--- config.mk ---
export PLATFORM = sky130hd
export DESIGN_NAME = power_source_monitor_selector_top
export DESIGN_NICKNAME = d
export VERILOG_FILES = /design/src/rtl/core/psms_pkg.sv /design/src/rtl/core/power_source_monitor_selector_top.sv /design/src/rtl/core/psms_update.sv
export SDC_FILE = /design/constraint.sdc
export NUM_CORES = 1
export LEC_CHECK = 0
export ABC_AREA = 1
export BUFFER_PORTS_ARGS = -buffer_cell sky130_fd_sc_hd__buf_2
export CAP_MARGIN = 20
export CORE_MARGIN = 10
export CORE_UTILIZATION = 55
export DETAILED_ROUTE_END_ITERATION = 12
export PLACE_DENSITY = 0.76
export SLEW_MARGIN = 20
export SYNTH_ARGS = -nofsm -noshare
export SYNTH_HDL_FRONTEND = slang
export SYNTH_SLANG_ARGS = --single-unit
--- constraint.sdc ---
create_clock -name clk -period 5.8 [get_ports clk]
set_clock_uncertainty 0.15 [all_clocks]
set_input_delay 1.16 -clock clk [delete_from_list [all_inputs] [get_ports clk]]
set_output_delay 1.16 -clock clk [all_outputs]
set_load 0.02 [all_outputs]
--- src/rtl/core/psms_pkg.sv ---
// shared types and constants of the power source monitor and selector
package psms_pkg;

	localparam int unsigned NumSlots = 3;
	localparam int unsigned VoltW    = 12;

	typedef logic [VoltW-1:0] volt_t;

	typedef enum logic [1:0] {
		KIND_UNKNOWN = 2'd0,
		KIND_LITHIUM = 2'd1,
		KIND_ADAPTER = 2'd2,
		KIND_DRY     = 2'd3
	} kind_t;

	typedef enum logic {
		OP_FULL  = 1'b0,
		OP_QUICK = 1'b1
	} op_t;

	localparam logic [1:0] SLOT_A = 2'd0;
	localparam logic [1:0] SLOT_B = 2'd1;
	localparam logic [1:0] SLOT_C = 2'd2;

	localparam logic [1:0] REG_MIN_VOLTAGE  = 2'd0;
	localparam logic [1:0] REG_MAX_VOLTAGE  = 2'd1;
	localparam logic [1:0] REG_PRESENCE_THR = 2'd2;

	localparam logic [5:0] LINES_A = 6'd31;
	localparam logic [5:0] LINES_B = 6'd16;
	localparam logic [5:0] LINES_C = 6'd44;

	typedef struct packed {
		volt_t min_voltage;
		volt_t max_voltage;
		volt_t presence_threshold;
	} cfg_t;

	typedef struct packed {
		op_t        op;
		logic [1:0] slot;
		volt_t      sample;
		logic       lithium_present;
	} item_t;

	typedef struct packed {
		logic  [NumSlots-1:0] avail;
		kind_t [NumSlots-1:0] kind;
		volt_t [NumSlots-1:0] volt;
	} slots_t;

	typedef struct packed {
		logic [1:0] selected_slot;
		logic [5:0] switch_lines;
		logic       slot_available;
		kind_t      slot_kind;
	} result_t;

	function automatic logic [5:0] lines_of(input logic [1:0] sel);
		logic [5:0] l;
		case (sel)
			SLOT_A:  l = LINES_A;
			SLOT_B:  l = LINES_B;
			default: l = LINES_C;
		endcase
		return l;
	endfunction

endpackage

--- src/rtl/core/power_source_monitor_selector_top.sv ---
// top level of the power source monitor and selector
//
// usage
// - input channel (in_valid/in_ready): one transaction is a voltage sample for
//   one slot with its op (full or quick check) and the smart battery flag
// - output channel (out_valid/out_ready): one transaction per input, giving the
//   selected slot, its switch-line pattern and the updated slot's status
// - config port: cfg_we with cfg_index and cfg_data writes one of min, max
//   and presence threshold; write only while the block is idle
// - path: an accepted input goes into the input register, then through the
//   update logic into the result register, which raises out_valid
// - throughput: one transaction per cycle unless out_ready stalls it; the slot
//   state update and the selection are one short compare-and-select pass
//   over three slot registers
// - stall: when the receiver holds out_ready low the result register and the
//   input register both hold, and in_ready drops once both are full
// - reset: all slots unavailable, kind unknown, voltage zero, window 0..4095,
//   presence threshold 100, both pipeline registers empty
module power_source_monitor_selector_top (
	input  logic                 clk,
	input  logic                 arst_n,
	input  logic                 cfg_we,
	input  logic [1:0]           cfg_index,
	input  logic [11:0]          cfg_data,
	input  logic                 in_valid,
	output logic                 in_ready,
	input  logic                 op,
	input  logic [1:0]           slot,
	input  logic [11:0]          sample,
	input  logic                 lithium_present,
	output logic                 out_valid,
	input  logic                 out_ready,
	output logic [1:0]           selected_slot,
	output logic [5:0]           switch_lines,
	output logic                 slot_available,
	output logic [1:0]           slot_kind
);
	import psms_pkg::*;

	cfg_t    cfg_q;
	slots_t  slots_q;
	slots_t  slots_nxt;
	item_t   item_s1;
	logic    v_s1;
	result_t res_s2;
	result_t res_nxt;
	logic    v_s2;
	logic    adv_s1;

	// configuration registers
	always_ff @(posedge clk or negedge arst_n) begin
		if (!arst_n) begin
			cfg_q.min_voltage        <= '0;
			cfg_q.max_voltage        <= '1;
			cfg_q.presence_threshold <= VoltW'(100);
		end else if (cfg_we) begin
			case (cfg_index)
				REG_MIN_VOLTAGE:  cfg_q.min_voltage        <= cfg_data;
				REG_MAX_VOLTAGE:  cfg_q.max_voltage        <= cfg_data;
				REG_PRESENCE_THR: cfg_q.presence_threshold <= cfg_data;
				default: ;
			endcase
		end
	end

	// stage 1 moves on when the result register is free or being drained
	assign adv_s1   = v_s1 && (!v_s2 || out_ready);
	assign in_ready = !v_s1 || adv_s1;

	always_ff @(posedge clk or negedge arst_n) begin
		if (!arst_n) begin
			v_s1 <= 1'b0;
		end else if (in_ready) begin
			v_s1 <= in_valid;
		end
	end

	always_ff @(posedge clk) begin
		if (in_ready && in_valid) begin
			item_s1.op              <= op_t'(op);
			item_s1.slot            <= slot;
			item_s1.sample          <= sample;
			item_s1.lithium_present <= lithium_present;
		end
	end

	psms_update u_update (
		.cfg  (cfg_q),
		.item (item_s1),
		.cur  (slots_q),
		.nxt  (slots_nxt),
		.res  (res_nxt)
	);

	// slot state commits as the transaction enters the result register
	always_ff @(posedge clk or negedge arst_n) begin
		if (!arst_n) begin
			slots_q.avail <= '0;
			for (int i = 0; i < NumSlots; i++) begin
				slots_q.kind[i] <= KIND_UNKNOWN;
			end
			slots_q.volt <= '0;
		end else if (adv_s1) begin
			slots_q <= slots_nxt;
		end
	end

	always_ff @(posedge clk or negedge arst_n) begin
		if (!arst_n) begin
			v_s2 <= 1'b0;
		end else if (adv_s1) begin
			v_s2 <= 1'b1;
		end else if (out_ready) begin
			v_s2 <= 1'b0;
		end
	end

	always_ff @(posedge clk) begin
		if (adv_s1) begin
			res_s2 <= res_nxt;
		end
	end

	assign out_valid      = v_s2;
	assign selected_slot  = res_s2.selected_slot;
	assign switch_lines   = res_s2.switch_lines;
	assign slot_available = res_s2.slot_available;
	assign slot_kind      = res_s2.slot_kind;

	// switch pattern always matches the chosen slot
	a_lines_match: assert property (@(posedge clk) disable iff (!arst_n)
		out_valid |-> (switch_lines == lines_of(selected_slot)))
		else $error("switch lines do not match selected slot");

	a_sel_range: assert property (@(posedge clk) disable iff (!arst_n)
		out_valid |-> (selected_slot != 2'd3))
		else $error("selected slot out of range");

	a_s1_loaded: assert property (@(posedge clk) disable iff (!arst_n)
		(in_valid && in_ready) |=> v_s1)
		else $error("accepted transaction lost in stage 1");

	a_s2_loaded: assert property (@(posedge clk) disable iff (!arst_n)
		adv_s1 |=> out_valid)
		else $error("stage 1 advanced without filling the result register");

	a_no_overrun: assert property (@(posedge clk) disable iff (!arst_n)
		(v_s2 && !out_ready) |-> !adv_s1)
		else $error("result register overwritten while stalled");

endmodule

--- src/rtl/core/psms_update.sv ---
// next slot state and source selection for one sample
module psms_update (
	input  psms_pkg::cfg_t    cfg,
	input  psms_pkg::item_t   item,
	input  psms_pkg::slots_t  cur,
	output psms_pkg::slots_t  nxt,
	output psms_pkg::result_t res
);
	import psms_pkg::*;

	logic    in_window;
	logic    out_window;
	kind_t   ab_kind;
	kind_t   c_kind;
	logic [1:0] sel;
	logic    a_higher;

	assign in_window  = (item.sample > cfg.min_voltage) && (item.sample < cfg.max_voltage);
	assign out_window = (item.sample < cfg.min_voltage) || (item.sample > cfg.max_voltage);

	always_comb begin
		if (item.lithium_present) begin
			ab_kind = KIND_LITHIUM;
		end else if (item.sample > cfg.presence_threshold) begin
			ab_kind = KIND_ADAPTER;
		end else begin
			ab_kind = KIND_UNKNOWN;
		end
		c_kind = (item.sample < cfg.presence_threshold) ? KIND_UNKNOWN : KIND_DRY;
	end

	// only the addressed slot changes; slot index three touches nothing
	always_comb begin
		nxt = cur;
		for (int i = 0; i < NumSlots; i++) begin
			if (item.slot == i[1:0]) begin
				if (item.op == OP_FULL) begin
					if (in_window) begin
						if (cur.kind[i] == KIND_UNKNOWN) begin
							nxt.avail[i] = 1'b1;
						end
					end else begin
						nxt.avail[i] = 1'b0;
					end
					nxt.kind[i] = (i == NumSlots - 1) ? c_kind : ab_kind;
					nxt.volt[i] = item.sample;
				end else if (out_window) begin
					nxt.avail[i] = 1'b0;
				end
			end
		end
	end

	// priority rule on the updated state
	assign a_higher = nxt.volt[0] > nxt.volt[1];

	always_comb begin
		if (nxt.avail[0] && nxt.avail[1]) begin
			if (nxt.kind[0] == KIND_ADAPTER) begin
				if (nxt.kind[1] == KIND_LITHIUM) begin
					sel = SLOT_A;
				end else begin
					sel = a_higher ? SLOT_B : SLOT_A;
				end
			end else if (nxt.kind[1] == KIND_ADAPTER) begin
				sel = SLOT_B;
			end else begin
				sel = a_higher ? SLOT_B : SLOT_A;
			end
		end else if (nxt.avail[0]) begin
			sel = SLOT_A;
		end else if (nxt.avail[1]) begin
			sel = SLOT_B;
		end else begin
			sel = SLOT_C;
		end
	end

	always_comb begin
		res.selected_slot = sel;
		res.switch_lines  = lines_of(sel);
		case (item.slot)
			SLOT_A, SLOT_B, SLOT_C: begin
				res.slot_available = nxt.avail[item.slot];
				res.slot_kind      = nxt.kind[item.slot];
			end
			default: begin
				res.slot_available = 1'b0;
				res.slot_kind      = KIND_UNKNOWN;
			end
		endcase
	end

endmodule
==> results of run 1 <==
[per-layer routing]
layer / track usage (%) / vias up / share of wire [%]
met3: 4.988 / 20 / 4.8
met4: 3.787 / 0 / 1.4
met1: 21.01 / 1897 / 46
met5: 0 / - / 0
li1: - / 2090 / -
met2: 28.57 / 101 / 47
[cell usage after synthesis, drive strengths merged]
master / count
a21o: 2
a21oi: 19
a31oi: 1
buf: 6
clkbuf: 12
clkinv: 2
dfrtp: 56
dfstp: 15
edfxtp: 24
ha: 48
inv: 109
mux2i: 8
nand2: 161
nand3: 20
nand3b: 1
nand4: 10
nor2: 27
nor3: 2
o21a: 2
o21ai: 88
o21bai: 2
o22ai: 7
[worst min path at each step]
| stage | start | endpoint |
|---|---|---|
| finish | cfg_q[2] | cfg_q[2] |
| global route | cfg_q[21] | cfg_q[21] |
| CTS | cfg_q[32] | cfg_q[32] |
| detailed placement | cfg_q[32] | cfg_q[32] |
| global placement | slots_q[0] | slots_q[0] |
| floorplan | slots_q[0] | slots_q[0] |
[flip-flops by register name, indices dropped and copies added (netlist names)]
name	flops
slot_kind	2
item_s1	16
selected_slot	2
switch_lines	3
cfg_q	36
slots_q	33
v_s1	1
slot_available	1
out_valid	1
[per-stage QoR]
| stage | total power [mW] | setup slack [ns] |
|---|---|---|
| 6_report | 2.159 | 2.602 |
| 5_1_grt | 2.341 | 2.376 |
| 4_1_cts | 2.167 | 2.649 |
| 3_5_place_dp | 1.720 | 2.400 |
| 3_3_place_gp | 1.681 | 2.482 |
| 2_1_floorplan | 1.519 | 3.077 |
[area by class of cell]
| cell class | count | area, sq um | area share, % |
|---|---|---|---|
| Inverter | 111 | 417.9 | 7.239 |
| Multi-Input combinational cell | 398 | 2231 | 38.64 |
| Clock buffer | 9 | 123.9 | 2.146 |
| Clock inverter | 7 | 72.57 | 1.257 |
| Sequential cell | 95 | 2516 | 43.58 |
| Tap cell | 129 | 161.4 | 2.796 |
| Timing Repair Buffer | 49 | 250.2 | 4.335 |
[power groups by stage]
stage          combinational [mW]  clock (mW)  sequential (mW)
2_1_floorplan               0.553           0            0.966
3_3_place_gp                0.715           0            0.966
3_5_place_dp                0.746           0            0.974
4_1_cts                     0.756       0.448            0.963
5_1_grt                     0.880       0.477            0.985
6_report                    0.755       0.440            0.963
[worst max-delay path: cells and delay by family (launching register included)]
kind	cells	cell delay, ns
buffers and inverters	2	0.14
flip-flops	1	0.50
AND/OR/NAND/NOR	14	1.59
AO/OA/AOI/OAI	1	0.20
adder cells (fa/ha/maj)	1	0.34
[cells by family (layout without fill, tap and decap cells)]
family / Yosys count / in the layout / synth area share [%]
AND/OR/NAND/NOR: 221 / 221 / 17.45
buffers and inverters: 129 / 176 / 9.580
AO/OA/AOI/OAI: 121 / 121 / 12.08
flip-flops: 95 / 95 / 47.93
adder cells (fa/ha/maj): 48 / 48 / 11.44
multiplexers: 8 / 8 / 1.525
==> metrics.json, run 1 <==
{
  "critical_path": {
    "r2r_cells": 18,
    "worstPathCellList": "nor2_4 -> inv_2 -> nor2_4 -> o21ai_0 -> ha_1 -> nand2_1 -> inv_1 -> nand3_1 -> nor2_1 -> nand2_1 -> nand2_1 -> nor2_1 -> nor2_1 -> nand2_1 -> nand2_1 -> nand2_1 -> nand2_1 -> nand2_2",
    "critical_path.reg2reg.endpoint": "switch_lines[3]",
    "timing.setup.critical_path_class": "flip-flop to flip-flop",
    "path_max_fanout": 23,
    "regToRegSetupSlack_ns": 2.60,
    "slowest_stage": "sky130_fd_sc_hd__edfxtp_1",
    "timing.critical_path.required_ns": 5.78,
    "crit_start": "item_s1[14]",
    "critical_path.endpoint": "switch_lines[3]",
    "worst_path_largest_cell_delay_ns": 0.50,
    "cp_common_cell": "sky130_fd_sc_hd__nand2_1",
    "worst_reg2reg_path_startpoint": "item_s1[14]",
    "worst_setup_sp_type": "flip-flop",
    "critPathCaptureType": "flip-flop",
    "worstPathArrival_ns": 3.18
  },
  "finish": {
    "drive_gt1_share_pct": 13.75,
    "final_cell_mix": "sky130_fd_sc_hd__nand2_1, sky130_fd_sc_hd__inv_1, sky130_fd_sc_hd__o21ai_0",
    "antenna_cells": 0,
    "fin_util_pct": 62.18,
    "layout.cell_area.non_filler_sq_um": 5773,
    "design.final.nets": 747,
    "final_common_cell": "sky130_fd_sc_hd__nand2_1",
    "syn2layout_area_growth_pct": 9.962,
    "fill_cell_total_of_the_finished_layout": 838,
    "instances_no_fill": 798
  },
  "route": {
    "total_wire_length_after_detailed_routing_microns": 11530,
    "vias": 4108,
    "first_pass_iters": 8,
    "dr.first_iter.drc_count": 260,
    "number_of_nets_still_failing_antenna_checks_after_routing": 0,
    "drc": 0,
    "wl_per_cell_microns": 14.44,
    "vias_per_inst": 5.148
  },
  "logic_synthesis": {
    "ys_top_cells_by_area": "sky130_fd_sc_hd__dfrtp_1, sky130_fd_sc_hd__edfxtp_1, sky130_fd_sc_hd__ha_1",
    "post_synth.cell_area_avg_sq_um": 8.441,
    "ys_types": 30,
    "sequential_fraction_of_the_synthesis_area_pct": 47.93,
    "yosys_warnings": 0,
    "synth.largest_area_cell": "sky130_fd_sc_hd__dfrtp_1",
    "synth.cell_area_sq_um": 5250,
    "yosys_register_bits": 95,
    "post-synth-top-area-fraction_pct": 26.69,
    "synth_fp_nets": 705,
    "number_of_instances_in_the_synthesized_netlist": 622
  },
  "placement": {
    "place.detailed.hpwl_microns": 8605,
    "gp_congestion": 0.8984,
    "placed_cells": 782,
    "placed_area_sq_um": 5577,
    "io_buffers": 47
  },
  "sta": {
    "period_needed_ns": 3.198,
    "max_clock_freq_mhz": 312.7,
    "final_setup_violation_count": 0,
    "timing.final.max_slew_violations": 0,
    "timing_worst_slew_pin_value_ns": 0.9138,
    "hold-worst-slack_ns": 0.3403,
    "rsz0062_at_grt": "false",
    "post_route_fraction_of_the_period_consumed_by_the_critical_path_pct": 55.14,
    "finalHoldViolations": 0,
    "setup_tns_ns": 0,
    "worst_slew_margin_rel_pct": 39.08
  },
  "min_path": {
    "holdPathStages": 2,
    "hp-class": "flip-flop to flip-flop"
  },
  "clocking": {
    "cts_buffers": 9,
    "clk_transition_reported_paths_ns": 0.09,
    "clk_latency_ns": 0.38,
    "cts.sinks": 95,
    "tritoncts_clock_tree": "yes",
    "cts_resized": 0,
    "clock_tree.root_cell": "sky130_fd_sc_hd__clkbuf_8",
    "cts_hold_buffers": 0,
    "htree_num_levels": 3,
    "clock_path_buffers": 2,
    "cts_post_setup_buffers_inserted": 0
  },
  "floorplan": {
    "chipHeight_microns": 117.7,
    "num_rows": 35,
    "dieArea_sq_um": 13850,
    "initial_utilization_pct": 56.55,
    "core_region_area_sq_um": 9284,
    "die_x_microns": 117.7,
    "boundary_pins": 48
  },
  "power": {
    "clockPowerShare_pct": 20.4,
    "power.density_cell_area_nw_per_um2": 373.9,
    "power_report.internal_total_mw": 1.355,
    "net_switching_power_mw": 0.8035,
    "combinationalPowerShare_pct": 35.0,
    "irDropWorstVdd_mv": 0.2741,
    "sw_frac_of_total_pct": 37.22,
    "cellLeakagePower_nw": 2.927,
    "share_seq_of_total_power_pct": 44.6
  },
  "grt": {
    "globalRouteTotalUtil_pct": 16.99,
    "first_global_vias": 4220,
    "wire_length_of_the_first_global_routing_pass_microns": 19640,
    "global_route.overflow_total": 0,
    "antenna_violations_before_repair": 0,
    "grt_start_max_net_pins": 72
  },
  "flow_run": {
    "maxCapViolCount": 0
  },
  "status": {
    "result_of_the_run": "finished, final reports clean"
  }
}
No activity file was read; power rests on OpenSTA's default activity.
==> inputs of run 2 (changes only) <==
CORE_UTILIZATION = 54   (was 55)
PLACE_DENSITY = 0.77   (was 0.76)
clock period = 2.9 ns   (was 5.8 ns; I/O delays follow)
==> metrics.json, run 2 (same netlist as run 1, synthesis figures left out) <==
{
  "grt": {
    "wire_length_of_the_first_global_routing_pass": {"value": 19440, "unit": "microns", "change": "-1.0%"},
    "global_route.overflow_total": {"value": 0, "change": "unchanged"},
    "first_global_vias": {"value": 4190, "change": "-0.71%"},
    "grt_start_max_net_pins": {"value": 52, "change": "-28%"},
    "globalRouteTotalUtil": {"value": 16.48, "unit": "%", "change": "-0.50 points"},
    "antenna_violations_before_repair": {"value": 0, "change": "unchanged"}
  },
  "critical_path": {
    "timing.setup.critical_path_class": "flip-flop to flip-flop",
    "worst_reg2reg_path_startpoint": "item_s1[14]",
    "critical_path.endpoint": "selected_slot[0]",
    "r2r_cells": {"value": 21, "change": "+3"},
    "path_max_fanout": {"value": 6, "change": "-74%"},
    "regToRegSetupSlack": {"value": -0.13, "unit": "ns", "change": "-2.73 ns"},
    "critical_path.reg2reg.endpoint": "selected_slot[0]",
    "critPathCaptureType": "flip-flop",
    "worstPathArrival": {"value": 3.03, "unit": "ns", "change": "-0.15 ns"},
    "crit_start": "item_s1[14]",
    "timing.critical_path.required": {"value": 2.90, "unit": "ns", "change": "-2.88 ns"},
    "worst_setup_sp_type": "flip-flop"
  },
  "route": {
    "first_pass_iters": {"value": 5, "change": "-3"},
    "vias_per_inst": {"value": 5.326, "change": "+3.5%"},
    "drc": {"value": 0, "change": "unchanged"},
    "dr.first_iter.drc_count": {"value": 370, "change": "+42%"},
    "number_of_nets_still_failing_antenna_checks_after_routing": {"value": 0, "change": "unchanged"},
    "total_wire_length_after_detailed_routing": {"value": 12680, "unit": "microns", "change": "+10%"},
    "wl_per_cell": {"value": 15.41, "unit": "microns", "change": "+6.7%"},
    "vias": {"value": 4383, "change": "+6.7%"}
  },
  "clocking": {
    "tritoncts_clock_tree": "yes",
    "clock_tree.root_cell": "sky130_fd_sc_hd__clkbuf_8",
    "clock_path_buffers": {"value": 2, "change": "unchanged"},
    "clk_transition_reported_paths": {"value": 0.10, "unit": "ns", "change": "about the same"},
    "cts_hold_buffers": {"value": 0, "change": "unchanged"},
    "cts_buffers": {"value": 9, "change": "unchanged"},
    "htree_num_levels": {"value": 3, "change": "unchanged"},
    "clk_latency": {"value": 0.37, "unit": "ns", "change": "about the same"},
    "cts.sinks": {"value": 95, "change": "unchanged"}
  },
  "finish": {
    "final_common_cell": "sky130_fd_sc_hd__nand2_1",
    "drive_gt1_share": {"value": 22.19, "unit": "%", "change": "+8.4 points"},
    "instances_no_fill": {"value": 823, "change": "+3.1%"},
    "final_cell_mix": "sky130_fd_sc_hd__nand2_1, sky130_fd_sc_hd__inv_1, sky130_fd_sc_hd__o21ai_0",
    "antenna_cells": {"value": 0, "change": "unchanged"},
    "design.final.nets": {"value": 772, "change": "+3.3%"},
    "syn2layout_area_growth_pct": 20.33,
    "largest_reg_flops": {"value": 36, "change": "unchanged"},
    "reg.largest.list": "cfg_q x36, slots_q x33, item_s1 x16",
    "largest-register": "cfg_q",
    "fill_cell_total_of_the_finished_layout": {"value": 770, "change": "-8.1%"}
  },
  "min_path": {
    "hp-class": "input port to async pin"
  },
  "power": {
    "power.density_cell_area": {"value": 762.1, "unit": "nW/um^2", "change": "+100%"},
    "irDropWorstVdd": {"value": 0.4023, "unit": "mV", "change": "+47%"},
    "p_total": {"value": 4.814, "unit": "mW", "change": "+120%"},
    "cellLeakagePower": {"value": 3.114, "unit": "nW", "change": "+6.4%"}
  },
  "sta": {
    "period_needed": {"value": 3.029, "unit": "ns", "change": "-0.1697 ns"},
    "fin_worst_setup_slack": {"value": -0.1286, "unit": "ns", "change": "-2.730 ns"},
    "rsz0062_at_grt": "true",
    "finalHoldViolations": {"value": 0, "change": "unchanged"},
    "final_setup_violation_count": {"value": 3, "change": "+3"},
    "hold-worst-slack": {"value": 0.1057, "unit": "ns", "change": "-0.2346 ns"},
    "worst_slew_margin_rel": {"value": 43.07, "unit": "%", "change": "+4.0 points"},
    "timing_worst_slew_pin_value": {"value": 0.8515, "unit": "ns", "change": "-0.06230 ns"},
    "post_route_fraction_of_the_period_consumed_by_the_critical_path": {"value": 104.4, "unit": "%", "change": "+49 points"},
    "timing.final.max_slew_violations": {"value": 0, "change": "unchanged"},
    "max_clock_freq": {"value": 330.2, "unit": "MHz", "change": "+5.6%"}
  },
  "floorplan": {
    "boundary_pins": {"value": 48, "change": "unchanged"},
    "dieArea": {"value": 14070, "unit": "sq um", "change": "+1.5%"},
    "die_x": {"value": 118.6, "unit": "microns", "change": "+0.76%"},
    "core_region_area": {"value": 9371, "unit": "sq um", "change": "+0.94%"},
    "chipHeight": {"value": 118.6, "unit": "microns", "change": "+0.76%"},
    "initial_utilization": {"value": 56.02, "unit": "%", "change": "-0.53 points"},
    "num_rows": {"value": 35, "change": "unchanged"}
  },
  "placement": {
    "gp_congestion": {"value": 0.9160, "change": "+2.0%"},
    "placed_cells": {"value": 786, "change": "+0.51%"},
    "place.detailed.hpwl": {"value": 8434, "unit": "microns", "change": "-2.0%"},
    "io_buffers": {"value": 47, "change": "unchanged"}
  },
  "status": {
    "violations": "negative setup slack",
    "result_of_the_run": "finished, violations left"
  },
  "flow_run": {
    "maxCapViolCount": {"value": 0, "change": "unchanged"}
  }
}
[run 2: worst min path at each step]
stage / endpoint / depth (start not counted)
3_5_place_dp: slots_q[0] / 2
2_1_floorplan: cfg_q[0] / 0
6_report: cfg_q[3] / 1
5_1_grt: cfg_q[3] / 1
3_3_place_gp: slots_q[12] / 2
4_1_cts: cfg_q[29] / 1
[run 2: area by class of cell]
| cell class | instances | area [sq um] | area share, % |
|---|---|---|---|
| clock buffer | 10 | 148.9 | 2.357 |
| clock inverter | 6 | 55.05 | 0.8715 |
| inverter | 111 | 422.9 | 6.694 |
| multi-input combinational | 399 | 2475 | 39.18 |
| sequential | 95 | 2516 | 39.83 |
| tap | 129 | 161.4 | 2.555 |
| timing repair buffer | 73 | 538.0 | 8.517 |
[run 2: repair_timing]
action,CTS,global route
pin swaps,1,23
cloned,0,3
buffers inserted,0,18
gates resized for setup,1,64
setup endpoints to repair,1,3
endpoints found under the hold margin,0,0
[run 2: report_power, final]
group | leakage [nW] | total, mW | internal [mW] | switching, mW
clock network | 0.105 | 0.902 | 0.384 | 0.518
registers | 1.10 | 1.94 | 1.75 | 0.190
logic | 1.90 | 1.97 | 0.808 | 1.16
total | 3.11 | 4.81 | 2.94 | 1.87
[run 2: critical path: stages (launching register included)]
cell                       delay, ns
sky130_fd_sc_hd__edfxtp_1       0.48
sky130_fd_sc_hd__nor2_4         0.18
sky130_fd_sc_hd__inv_4          0.06
sky130_fd_sc_hd__nor2_4         0.18
sky130_fd_sc_hd__buf_6          0.13
sky130_fd_sc_hd__buf_12         0.11
sky130_fd_sc_hd__nand2_1        0.08
sky130_fd_sc_hd__o21ai_2        0.09
sky130_fd_sc_hd__ha_1           0.28
sky130_fd_sc_hd__nand2_2        0.09
sky130_fd_sc_hd__inv_2          0.04
sky130_fd_sc_hd__nand3_2        0.08
sky130_fd_sc_hd__inv_1          0.05
sky130_fd_sc_hd__nand2_1        0.06
sky130_fd_sc_hd__nand2_1        0.06
sky130_fd_sc_hd__nor2_2         0.13
sky130_fd_sc_hd__nor2_2         0.06
sky130_fd_sc_hd__nand3b_1       0.18
sky130_fd_sc_hd__nand2_1        0.12
sky130_fd_sc_hd__nand2_2        0.06
sky130_fd_sc_hd__nand2_2        0.06
sky130_fd_sc_hd__inv_2          0.04
[run 2: metrics by stage]
step	utilization (%)	instance area, sq um	TNS (ns)	worst slack (ns)
after floorplan	-	5250	0	0.2689
after global placement	60.09	5632	0	0.08709
after detailed placement	60.09	5632	-0.01805	-0.01805
after CTS	62.32	5841	0	0.01250
after global routing	67.41	6317	-0.8879	-0.3262
final	67.41	6317	-0.3373	-0.1286
[run 2: layer usage]
metal | part of all wire (%) | track usage (%)
met4 | 2.5 | 4.198
met1 | 43 | 20.80
met5 | 0 | 0
met2 | 49 | 27.46
met3 | 5.9 | 4.236
==> inputs of run 3 (changes only) <==
CORE_UTILIZATION = 55   (was 54)
PLACE_DENSITY = 0.76   (was 0.77)
clock period = 3.07 ns   (was 2.9 ns; I/O delays follow)
==> metrics.json, run 3 (same netlist as run 1, synthesis figures left out) <==
{
  "sta": {
    "rsz0062_at_grt": "true",
    "final_setup_violation_count": {"value": 0, "change": "-3"},
    "fin_worst_setup_slack": {"value": 0.1511, "unit": "ns", "change": "+0.2797 ns"},
    "timing.final.max_slew_violations": {"value": 0, "change": "unchanged"},
    "timing_worst_slew_pin_value": {"value": 0.8517, "unit": "ns", "change": "+0.0001781 ns"},
    "max_clock_freq": {"value": 342.6, "unit": "MHz", "change": "+3.8%"},
    "post_route_fraction_of_the_period_consumed_by_the_critical_path": {"value": 95.08, "unit": "%", "change": "-9.4 points"},
    "finalHoldViolations": {"value": 0, "change": "unchanged"},
    "hold-worst-slack": {"value": 0.1426, "unit": "ns", "change": "+0.03694 ns"},
    "worst_slew_margin_rel": {"value": 43.06, "unit": "%", "change": "about the same"},
    "period_needed": {"value": 2.919, "unit": "ns", "change": "-0.1097 ns"}
  },
  "critical_path": {
    "worstPathArrival": {"value": 2.91, "unit": "ns", "change": "-0.12 ns"},
    "critical_path.reg2reg.endpoint": "selected_slot[0]",
    "worst_setup_sp_type": "flip-flop",
    "timing.setup.critical_path_class": "flip-flop to flip-flop",
    "path_max_fanout": {"value": 13, "change": "+7"},
    "regToRegSetupSlack": {"value": 0.15, "unit": "ns", "change": "+0.28 ns"},
    "timing.critical_path.required": {"value": 3.06, "unit": "ns", "change": "+0.16 ns"},
    "critPathCaptureType": "flip-flop",
    "worst_reg2reg_path_startpoint": "item_s1[14]",
    "r2r_cells": {"value": 18, "change": "-14%"}
  },
  "clocking": {
    "clk_transition_reported_paths": {"value": 0.10, "unit": "ns", "change": "about the same"},
    "clk_latency": {"value": 0.36, "unit": "ns", "change": "about the same"},
    "clock_path_buffers": {"value": 2, "change": "unchanged"},
    "htree_num_levels": {"value": 3, "change": "unchanged"},
    "cts_buffers": {"value": 9, "change": "unchanged"},
    "clock_tree.root_cell": "sky130_fd_sc_hd__clkbuf_8",
    "cts.sinks": {"value": 95, "change": "unchanged"},
    "tritoncts_clock_tree": "yes",
    "cts_hold_buffers": {"value": 0, "change": "unchanged"}
  },
  "finish": {
    "drive_gt1_share": {"value": 16.42, "unit": "%", "change": "-5.8 points"},
    "largest-register": "cfg_q",
    "antenna_cells": {"value": 0, "change": "unchanged"},
    "final_common_cell": "sky130_fd_sc_hd__nand2_1",
    "largest_reg_flops": {"value": 36, "change": "unchanged"},
    "syn2layout_area_growth_pct": 13.32,
    "fin_util": {"value": 64.08, "unit": "%", "change": "-3.3 points"},
    "final_cell_mix": "sky130_fd_sc_hd__nand2_1, sky130_fd_sc_hd__inv_1, sky130_fd_sc_hd__o21ai_0",
    "design.final.nets": {"value": 760, "change": "-1.6%"},
    "reg.largest.list": "cfg_q x36, slots_q x33, item_s1 x16"
  },
  "grt": {
    "wire_length_of_the_first_global_routing_pass": {"value": 19510, "unit": "microns", "change": "+0.32%"},
    "grt_start_max_net_pins": {"value": 52, "change": "unchanged"},
    "global_route.overflow_total": {"value": 0, "change": "unchanged"},
    "globalRouteTotalUtil": {"value": 16.81, "unit": "%", "change": "+0.33 points"},
    "antenna_violations_before_repair": {"value": 0, "change": "unchanged"},
    "first_global_vias": {"value": 4110, "change": "-1.9%"}
  },
  "route": {
    "wl_per_cell": {"value": 14.45, "unit": "microns", "change": "-6.3%"},
    "number_of_nets_still_failing_antenna_checks_after_routing": {"value": 0, "change": "unchanged"},
    "dr.first_iter.drc_count": {"value": 253, "change": "-32%"},
    "first_pass_iters": {"value": 5, "change": "unchanged"},
    "vias_per_inst": {"value": 5.240, "change": "-1.6%"},
    "total_wire_length_after_detailed_routing": {"value": 11720, "unit": "microns", "change": "-7.6%"},
    "drc": {"value": 0, "change": "unchanged"},
    "vias": {"value": 4250, "change": "-3.0%"}
  },
  "floorplan": {
    "chipHeight": {"value": 117.7, "unit": "microns", "change": "-0.76%"},
    "dieArea": {"value": 13850, "unit": "sq um", "change": "-1.5%"},
    "boundary_pins": {"value": 48, "change": "unchanged"},
    "initial_utilization": {"value": 56.55, "unit": "%", "change": "+0.53 points"},
    "core_region_area": {"value": 9284, "unit": "sq um", "change": "-0.93%"},
    "num_rows": {"value": 35, "change": "unchanged"},
    "die_x": {"value": 117.7, "unit": "microns", "change": "-0.76%"}
  },
  "placement": {
    "place.detailed.hpwl": {"value": 8642, "unit": "microns", "change": "+2.5%"},
    "dpl_worst_slack": {"value": 0.01729, "unit": "ns", "change": "+0.03534 ns"},
    "gp_congestion": {"value": 0.9449, "change": "+3.2%"},
    "io_buffers": {"value": 47, "change": "unchanged"}
  },
  "min_path": {
    "hp-class": "input port to async pin"
  },
  "power": {
    "cellLeakagePower": {"value": 2.999, "unit": "nW", "change": "-3.7%"},
    "p_total": {"value": 4.212, "unit": "mW", "change": "-13%"},
    "power.density_cell_area": {"value": 708.0, "unit": "nW/um^2", "change": "-7.1%"},
    "irDropWorstVdd": {"value": 0.3600, "unit": "mV", "change": "-11%"}
  },
  "status": {
    "result_of_the_run": "finished, final reports clean"
  },
  "flow_run": {
    "maxCapViolCount": {"value": 0, "change": "unchanged"}
  }
}
==> run 3: cell count changes in the layout (fill, tap and decap cells not counted), moves of 3 or more <==
cell                        delta
sky130_fd_sc_hd__o21ai_2       -5
sky130_fd_sc_hd__nand2_1       +4
sky130_fd_sc_hd__ha_4          -5
sky130_fd_sc_hd__buf_12        -3
sky130_fd_sc_hd__buf_6         -6
sky130_fd_sc_hd__o21ai_0       +9
sky130_fd_sc_hd__inv_1         +3
sky130_fd_sc_hd__ha_1          +6
sky130_fd_sc_hd__nand2_2       -3
sky130_fd_sc_hd__clkbuf_16     -3
sky130_fd_sc_hd__mux2i_4       -3
==> run 3: repair_timing <==
action / in CTS / in global routing
endpoints found under the setup margin: 1 / 3
gates cloned: 1 / 1
pin swaps: 1 / 4
resized for setup: 0 / 11
setup buffers: 0 / 9
==> run 3: critical path: stages (launching register included) <==
cell and delay (ns):
sky130_fd_sc_hd__edfxtp_1 0.49, sky130_fd_sc_hd__buf_4 0.19, sky130_fd_sc_hd__nor2_4 0.20, sky130_fd_sc_hd__nand2_8 0.14, sky130_fd_sc_hd__mux2i_2 0.24, sky130_fd_sc_hd__ha_1 0.28, sky130_fd_sc_hd__nand2_1 0.07, sky130_fd_sc_hd__inv_1 0.04
sky130_fd_sc_hd__nor2_1 0.08, sky130_fd_sc_hd__nor2_1 0.04, sky130_fd_sc_hd__a21oi_1 0.11, sky130_fd_sc_hd__nand2_1 0.07, sky130_fd_sc_hd__nor2_1 0.12, sky130_fd_sc_hd__nor2_2 0.06, sky130_fd_sc_hd__nand3b_1 0.17, sky130_fd_sc_hd__nand2_1 0.08
sky130_fd_sc_hd__nand2_1 0.06, sky130_fd_sc_hd__nand2_2 0.06, sky130_fd_sc_hd__inv_1 0.04
==> run 3: through the flow <==
step,TNS [ns],area (sq um),instances
floorplan,0,5250,622
global placement,0,5604,784
global route,-0.1678,5949,811
finish,0,5949,811
detailed placement,0,5604,784
CTS,0,5829,801
==> run 3: worst max path at each step <==
stage                 from          endpoint  slack, ns
2_1_floorplan  item_s1[14]  selected_slot[0]       0.44
3_3_place_gp   item_s1[14]   switch_lines[3]       0.14
3_5_place_dp   item_s1[14]   switch_lines[3]       0.02
4_1_cts        item_s1[14]   switch_lines[3]       0.04
5_1_grt        item_s1[14]  selected_slot[0]      -0.10
6_report       item_s1[14]  selected_slot[0]       0.15
==> run 3: layout make-up <==
class / instances / area, sq um
tap: 129 / 161.4
multi-input combinational: 400 / 2290
fill: 817 / 3334
clock buffer: 10 / 127.6
sequential: 95 / 2516
clock inverter: 6 / 91.34
inverter: 111 / 417.9
timing repair buffer: 60 / 345.3
==> run 3: layer usage <==
| metal | share of wire, % | GRT usage (%) | up-vias |
|---|---|---|---|
| met5 | 0 | 0 | - |
| met4 | 2.6 | 6.569 | 0 |
| met3 | 4.0 | 3.741 | 32 |
| met2 | 47 | 27.38 | 115 |
| met1 | 46 | 21.19 | 1987 |
| li1 | - | - | 2116 |
==> run 3: report_power, final <==
part | internal [mW] | leakage [nW] | switching [mW]
clock network | 0.465 | 0.111 | 0.449
logic | 0.559 | 1.78 | 0.925
registers | 1.65 | 1.10 | 0.162
total | 2.68 | 3.00 | 1.54
